**config.mk**
```make
export PLATFORM = sky130hd
export DESIGN_NAME = euclidean_distance
export DESIGN_NICKNAME = d
export VERILOG_FILES = /design/src/hdl/ed_pkg.sv /design/src/hdl/euclidean_distance.sv /design/src/hdl/ed_datapath.sv
export VERILOG_INCLUDE_DIRS = /design/src /design/src/hdl
export SDC_FILE = /design/constraint.sdc
export NUM_CORES = 1
export LEC_CHECK = 0
export BUFFER_PORTS_ARGS = -buffer_cell sky130_fd_sc_hd__buf_2
export CAP_MARGIN = 25
export CORE_MARGIN = 10
export CORE_UTILIZATION = 40
export CTS_CLUSTER_SIZE = 16
export DETAILED_ROUTE_END_ITERATION = 16
export PLACE_DENSITY = 0.6
export SLEW_MARGIN = 40
export SYNTH_ARGS = -nofsm -noshare
export SYNTH_HDL_FRONTEND = slang
export SYNTH_SLANG_ARGS = --single-unit
export TNS_END_PERCENT = 1
```
**constraint.sdc**
```tcl
create_clock -name clk -period 24.2 [get_ports clk]
set_input_delay 1.21 -clock clk [delete_from_list [all_inputs] [get_ports clk]]
set_output_delay 1.21 -clock clk [all_outputs]
set_load 0.02 [all_outputs]
```
**src/hdl/euclidean_distance_macros.svh**
```systemverilog
// Assertion macros shared by the euclidean distance RTL.
`ifndef EUCLIDEAN_DISTANCE_MACROS_SVH
`define EUCLIDEAN_DISTANCE_MACROS_SVH

`ifndef SYNTH
// Same-cycle implication
`define ED_ASSERT_NOW(label, clk, rst, ante, cons) \
  label: assert property (@(posedge clk) disable iff (rst) (ante) |-> (cons)) \
    else $error("euclidean_distance assertion failed");
// Next-cycle implication
`define ED_ASSERT_NEXT(label, clk, rst, ante, cons) \
  label: assert property (@(posedge clk) disable iff (rst) (ante) |=> (cons)) \
    else $error("euclidean_distance assertion failed");
`else
`define ED_ASSERT_NOW(label, clk, rst, ante, cons)
`define ED_ASSERT_NEXT(label, clk, rst, ante, cons)
`endif

`endif

```
**src/hdl/ed_pkg.sv**
```systemverilog
// Package for the euclidean distance block: widths, state encoding, control structs.
`default_nettype none

package ed_pkg;

  localparam int ELEMENT_BITS_DEF = 16;
  localparam int SUM_W            = 46;
  localparam int DIST_W           = 23;
  localparam int ROOT_CNT_W       = $clog2(DIST_W);

  typedef enum logic [2:0] {
    S_IDLE,
    S_SQUARE,
    S_ACCUM,
    S_ROOT,
    S_DONE
  } ed_state_t;

  typedef struct packed {
    logic load_in;
    logic square;
    logic accum;
    logic root_step;
    logic finish;
  } ed_ctrl_t;

  typedef struct packed {
    logic [DIST_W-1:0] root;
    logic              clipped;
  } ed_status_t;

endpackage

`default_nettype wire

```
**src/hdl/euclidean_distance.sv**
```systemverilog
// Euclidean distance, streamed: each element pair transfer (signed Q8.8) adds the squared
// difference to a saturating 46-bit Q30.16 sum; the pair marked last_element also yields
// distance = floor(sqrt(sum)) in Q15.8 plus a saturated flag, then the sum is cleared.
// A pair that is not last occupies the block while it is captured, squared and accumulated.
// The last pair then goes through the root steps and the done state before the result register
// loads; the square root is worked out one result bit per cycle on the same 47-bit add/subtract
// unit that does the accumulation. elem_ready is low while a pair is in work; a finished
// result waits in its own register without holding back the next pair, but a further
// result cannot load until the previous one has been taken.
`default_nettype none

`include "euclidean_distance_macros.svh"

module euclidean_distance #(
  parameter int ELEMENT_BITS = ed_pkg::ELEMENT_BITS_DEF
) (
  input  wire logic                             clk,
  input  wire logic                             rst,
  input  wire logic                             elem_valid,
  output logic                                  elem_ready,
  input  wire logic signed [ELEMENT_BITS-1:0]   elem_a,
  input  wire logic signed [ELEMENT_BITS-1:0]   elem_b,
  input  wire logic                             last_element,
  output logic                                  result_valid,
  input  wire logic                             result_ready,
  output logic [ed_pkg::DIST_W-1:0]             distance,
  output logic                                  saturated
);

  ed_pkg::ed_state_t             state;
  ed_pkg::ed_state_t             state_next;
  logic [ed_pkg::ROOT_CNT_W-1:0] root_cnt;
  logic                          last_q;
  logic                          load_result;
  ed_pkg::ed_ctrl_t              ctrl;
  ed_pkg::ed_status_t            status;

  assign load_result = (state == ed_pkg::S_DONE) && (!result_valid || result_ready);

  always_comb begin
    state_next = state;
    unique case (state)
      ed_pkg::S_IDLE: begin
        if (elem_valid) state_next = ed_pkg::S_SQUARE;
      end
      ed_pkg::S_SQUARE: begin
        state_next = ed_pkg::S_ACCUM;
      end
      ed_pkg::S_ACCUM: begin
        state_next = last_q ? ed_pkg::S_ROOT : ed_pkg::S_IDLE;
      end
      ed_pkg::S_ROOT: begin
        if (root_cnt == '0) state_next = ed_pkg::S_DONE;
      end
      ed_pkg::S_DONE: begin
        if (load_result) state_next = ed_pkg::S_IDLE;
      end
      default: state_next = ed_pkg::S_IDLE;
    endcase
  end

  always_comb begin
    elem_ready     = 1'b0;
    ctrl.load_in   = 1'b0;
    ctrl.square    = 1'b0;
    ctrl.accum     = 1'b0;
    ctrl.root_step = 1'b0;
    ctrl.finish    = 1'b0;
    unique case (state)
      ed_pkg::S_IDLE: begin
        elem_ready   = 1'b1;
        ctrl.load_in = elem_valid;
      end
      ed_pkg::S_SQUARE: ctrl.square    = 1'b1;
      ed_pkg::S_ACCUM:  ctrl.accum     = 1'b1;
      ed_pkg::S_ROOT:   ctrl.root_step = 1'b1;
      ed_pkg::S_DONE:   ctrl.finish    = load_result;
      default: ;
    endcase
  end

  always_ff @(posedge clk) begin
    if (rst) begin
      state <= ed_pkg::S_IDLE;
    end else begin
      state <= state_next;
    end
  end

  always_ff @(posedge clk) begin
    if (ctrl.load_in) begin
      last_q <= last_element;
    end
    if (ctrl.accum) begin
      root_cnt <= ed_pkg::ROOT_CNT_W'(ed_pkg::DIST_W - 1);
    end else if (ctrl.root_step) begin
      root_cnt <= root_cnt - 1'b1;
    end
  end

  always_ff @(posedge clk) begin
    if (rst) begin
      result_valid <= 1'b0;
    end else if (load_result) begin
      result_valid <= 1'b1;
    end else if (result_ready) begin
      result_valid <= 1'b0;
    end
  end

  always_ff @(posedge clk) begin
    if (load_result) begin
      distance  <= status.root;
      saturated <= status.clipped;
    end
  end

  ed_datapath #(
    .ELEMENT_BITS(ELEMENT_BITS)
  ) u_datapath (
    .clk    (clk),
    .rst    (rst),
    .elem_a (elem_a),
    .elem_b (elem_b),
    .ctrl   (ctrl),
    .status (status)
  );

  `ED_ASSERT_NEXT(a_root_len, clk, rst, (state == ed_pkg::S_ROOT) && (root_cnt == '0), state == ed_pkg::S_DONE)
  `ED_ASSERT_NEXT(a_take_pair, clk, rst, elem_valid && elem_ready, state == ed_pkg::S_SQUARE)
  `ED_ASSERT_NOW(a_sat_root, clk, rst, load_result && status.clipped, status.root == '1)
  `ED_ASSERT_NEXT(a_result_loads, clk, rst, load_result, result_valid && (state == ed_pkg::S_IDLE))

endmodule

`default_nettype wire

```
**src/hdl/ed_datapath.sv**
```systemverilog
// Datapath: element registers, squarer, shared add/subtract unit, sum and root registers.
`default_nettype none

`include "euclidean_distance_macros.svh"

module ed_datapath #(
  parameter int ELEMENT_BITS = ed_pkg::ELEMENT_BITS_DEF
) (
  input  wire logic                           clk,
  input  wire logic                           rst,
  input  wire logic signed [ELEMENT_BITS-1:0] elem_a,
  input  wire logic signed [ELEMENT_BITS-1:0] elem_b,
  input  wire ed_pkg::ed_ctrl_t               ctrl,
  output ed_pkg::ed_status_t                  status
);

  localparam int SQ_W  = 2 * ELEMENT_BITS;
  localparam int ADD_W = (SQ_W + 1 > ed_pkg::SUM_W + 1) ? SQ_W + 1 : ed_pkg::SUM_W + 1;
  localparam int REM_W = ed_pkg::DIST_W + 2;
  localparam int TRY_W = REM_W + 2;

  logic signed [ELEMENT_BITS-1:0] a_q;
  logic signed [ELEMENT_BITS-1:0] b_q;
  logic [SQ_W-1:0]                sq;
  logic [ed_pkg::SUM_W-1:0]       sum_of_squares;
  logic                           sum_clipped;
  logic [REM_W-1:0]               rem;
  logic [ed_pkg::DIST_W-1:0]      root;

  logic signed [ELEMENT_BITS:0]   diff;
  logic [ELEMENT_BITS-1:0]        mag;
  logic [SQ_W-1:0]                prod;
  logic [TRY_W-1:0]               try_a;
  logic [TRY_W-1:0]               try_b;
  logic [ADD_W-1:0]               op_a;
  logic [ADD_W-1:0]               op_b;
  logic                           sub;
  logic [ADD_W-1:0]               add_res;
  logic                           over;
  logic                           fits;

  assign diff = {a_q[ELEMENT_BITS-1], a_q} - {b_q[ELEMENT_BITS-1], b_q};
  assign mag  = diff[ELEMENT_BITS] ? ELEMENT_BITS'(-diff) : diff[ELEMENT_BITS-1:0];
  assign prod = SQ_W'(mag) * SQ_W'(mag);

  // root step: bring down two bits of the sum, trial subtract 4*root+1
  assign try_a = {rem, sum_of_squares[ed_pkg::SUM_W-1 -: 2]};
  assign try_b = TRY_W'({root, 2'b01});

  // shared adder
  always_comb begin
    if (ctrl.root_step) begin
      op_a = ADD_W'(try_a);
      op_b = ADD_W'(try_b);
      sub  = 1'b1;
    end else begin
      op_a = ADD_W'(sum_of_squares);
      op_b = ADD_W'(sq);
      sub  = 1'b0;
    end
  end

  assign add_res = op_a + (op_b ^ {ADD_W{sub}}) + ADD_W'(sub);
  assign over    = |add_res[ADD_W-1:ed_pkg::SUM_W];
  assign fits    = ~add_res[ADD_W-1];

  always_ff @(posedge clk) begin
    if (ctrl.load_in) begin
      a_q <= elem_a;
      b_q <= elem_b;
    end
    if (ctrl.square) begin
      sq <= prod;
    end
  end

  always_ff @(posedge clk) begin
    if (rst) begin
      sum_of_squares <= '0;
      sum_clipped    <= 1'b0;
      rem            <= '0;
      root           <= '0;
    end else begin
      if (ctrl.accum) begin
        if (over) begin
          sum_of_squares <= '1;
          sum_clipped    <= 1'b1;
        end else begin
          sum_of_squares <= add_res[ed_pkg::SUM_W-1:0];
        end
        rem  <= '0;
        root <= '0;
      end
      if (ctrl.root_step) begin
        sum_of_squares <= {sum_of_squares[ed_pkg::SUM_W-3:0], 2'b00};
        if (fits) begin
          rem  <= add_res[REM_W-1:0];
          root <= {root[ed_pkg::DIST_W-2:0], 1'b1};
        end else begin
          rem  <= try_a[REM_W-1:0];
          root <= {root[ed_pkg::DIST_W-2:0], 1'b0};
        end
      end
      if (ctrl.finish) begin
        sum_clipped <= 1'b0;
      end
    end
  end

  assign status.root    = root;
  assign status.clipped = sum_clipped;

  // all sum bits are shifted out by the time the root is complete
  `ED_ASSERT_NOW(a_sum_drained, clk, rst, ctrl.finish, sum_of_squares == '0)
  // restoring root remainder never exceeds twice the partial root
  `ED_ASSERT_NOW(a_rem_bound, clk, rst, 1'b1, rem <= REM_W'({root, 1'b0}))

endmodule

`default_nettype wire

```
==> impl_metrics.yaml <==
timing:
  fin_ws_ns: 13.78
  fin_worst_skew_ns: 0.0157
  tns_ns: 0
  relSlewSlack: 0.441
  timing.fmax_mhz: 96.0
  min_period_ns: 10.42
  hold_violations: 0
  setup_viol: 0
  slew_viol_final: 0
  worst_pin_slew_ns: 0.832
  final.period_utilization: 0.431
  rsz0062_at_grt: "false"
global_route:
  grt_antenna_before_repair: 0
  grt_pass1_wl_um: 75900
  grt_usage: 0.177
  grt_max_degree: 89
  overflow: 0
  grt_pass1_vias: 14600
cts:
  clockBufferDepth: 2
  ctsHoldBuffers: 0
  cts_tree: "done"
  post_cts_buffers: 0
  clkTransAtPathRegs_ns: 0.08
  cts_resized: 0
  cts.sinks: 192
  cts_buffers: 17
  htreeDepth: 4
  cts-root-buf: "clkbuf_16"
  clk_latency_ns: 0.49
synth:
  synth_edf_count: 88
  avgSynthCellArea_sq_um: 8.64
  async_flop_share: 0
  synthMostInstantiatedCell: "nand2_1"
  yosysTopAreaCellShare: 0.184
  ys_warn_count: 0
  synthTopCellsByArea: "fa_1 (18%), edfxtp_1 (15%), dfxtp_1 (12%)"
  syn_inst: 2063
  synth_common_cells: "nand2_1 (310), inv_1 (282), fa_1 (164), nor2_1 (161), ha_1 (149)"
  synth.cell_area_sq_mm: 0.0178
  postSynthNetCount: 2413
  synthFlopType: "dfxtp_1"
  synth_seq_cells: 192
  yosysUniqueCellTypes: 80
  ys_seq_area_frac: 0.265
  synth.largest_area_cell: "fa_1"
drt:
  viasPerCell: 5.25
  wl_per_cell_um: 17.1
  drt-total-wl_um: 45900
  first_pass_iters: 5
  drt-initial-drc-count: 979
  drc_errors: 0
  ant_nets: 0
  vias: 14100
finish:
  num-nets-final: 2430
  drive_above_1_share: 0.0750
  fin_cells: 2685
  syn_to_final_growth_pct: 8.46
  antenna_cells: 0
  final_cell_area_sq_mm: 0.0193
worst_setup_path:
  end_kind: "flop"
  slowest_stage: "xnor2_1"
  cpMostUsedCell: "inv_1"
  start_kind: "flop"
  worstPathMaxFanout: 11
  crit_arrival_ns: 10.66
  r2r-start: "u_datapath.b_q[7]"
  slowest_delay_ns: 0.67
  reg2reg_to: "u_datapath.sq[30]"
  rr_worst_depth: 36
  required_ns: 24.44
  crit_end: "u_datapath.sq[30]"
  startpoint: "u_datapath.b_q[7]"
  reg2reg_slack_ns: 13.78
  worst-setup-path-type: "flop to flop"
placement:
  place_ws_ns: 13.87
  placed_area_sq_mm: 0.0187
  placedCellCount: 2653
  hpwl_um: 35000
  io_buffers: 62
  place_congestion: 0.912
floorplan:
  die_y_um: 231
  die_x_um: 231
  io_pins: 63
  placementRows: 77
  start_util: 0.404
  die_area_sq_mm: 0.0534
  coreArea_sq_mm: 0.0441
outcome:
  status: "completed"
job:
  drv_cap: 0
min_path:
  hp-class: "flop to flop"
-- registers in the layout (all words and copies together) (netlist names) --
register and cells:
state 3, result_valid 1, distance 23, u_datapath.sum_of_squares 46, u_datapath.root 23, root_cnt 5
u_datapath.sq 31, u_datapath.b_q 16, saturated 1, u_datapath.a_q 16, u_datapath.rem 25, last_q 1
u_datapath.sum_clipped 1
-- placed cells by master (no fill, tap or decap), drive strengths merged, types with 54 or more instances in the layout --
| master | n |
|---|---|
| nand2 | 310 |
| inv | 293 |
| fa | 164 |
| nor2 | 162 |
| ha | 149 |
| a21oi | 146 |
| dfxtp | 104 |
| o21ai | 103 |
| edfxtp | 88 |
| buf | 82 |
| xnor2 | 54 |
-- worst min path at each step --
stage | cells after the start | end | startpoint
floorplan | 0 | saturated | u_datapath.sum_clipped
global placement | 0 | saturated | u_datapath.sum_clipped
detailed placement | 0 | saturated | u_datapath.sum_clipped
CTS | 0 | saturated | u_datapath.sum_clipped
global route | 0 | saturated | u_datapath.sum_clipped
finish | 0 | saturated | u_datapath.sum_clipped
-- cells by family (layout without fill, tap and decap cells) --
group | Yosys count | in the layout | share of synthesized area
mux | 15 | 15 | 0.00899
flops | 192 | 192 | 0.265
fa+ha+maj | 313 | 313 | 0.289
compound gates | 430 | 430 | 0.152
buf+inv | 374 | 404 | 0.0790
xor+xnor | 93 | 93 | 0.0477
simple gates | 646 | 646 | 0.158
-- stage by stage --
stage | utilization | hold slack (ns)
floorplan | - | 0.409
global placement | 0.424 | 0.418
detailed placement | 0.425 | 0.418
CTS | 0.438 | 0.448
global route | 0.438 | 0.479
finish | 0.438 | 0.449
-- critical path: cells and delay by family, from the launching register on --
family | cells | cell delay [ns]
fa+ha+maj | 8 | 3.67
compound gates | 14 | 3.03
simple gates | 4 | 1.16
buf+inv | 7 | 0.83
xor+xnor | 2 | 0.83
flops | 1 | 0.33
mux | 1 | 0.30
-- per-layer routing --
metal,GRT usage,wire (um),vias up,part of all wire
li1,-,-,6872,-
met1,0.218,19800,6814,0.43
met2,0.304,22900,335,0.50
met3,0.0326,2000,69,0.044
met4,0.0625,1170,0,0.026
met5,0,0,-,0
-- cell type report --
cell class / count / area [sq um]
clock buffer: 18 / 429
clock inverter: 14 / 146
fill: 4426 / 24800
inverter: 290 / 1090
multi-input combinational: 1497 / 11700
sequential: 192 / 4730
tap: 592 / 741
timing repair buffer: 82 / 467
Power is not shown: default switching activity piles up to over one toggle a cycle in this logic, so the estimate is an artifact.
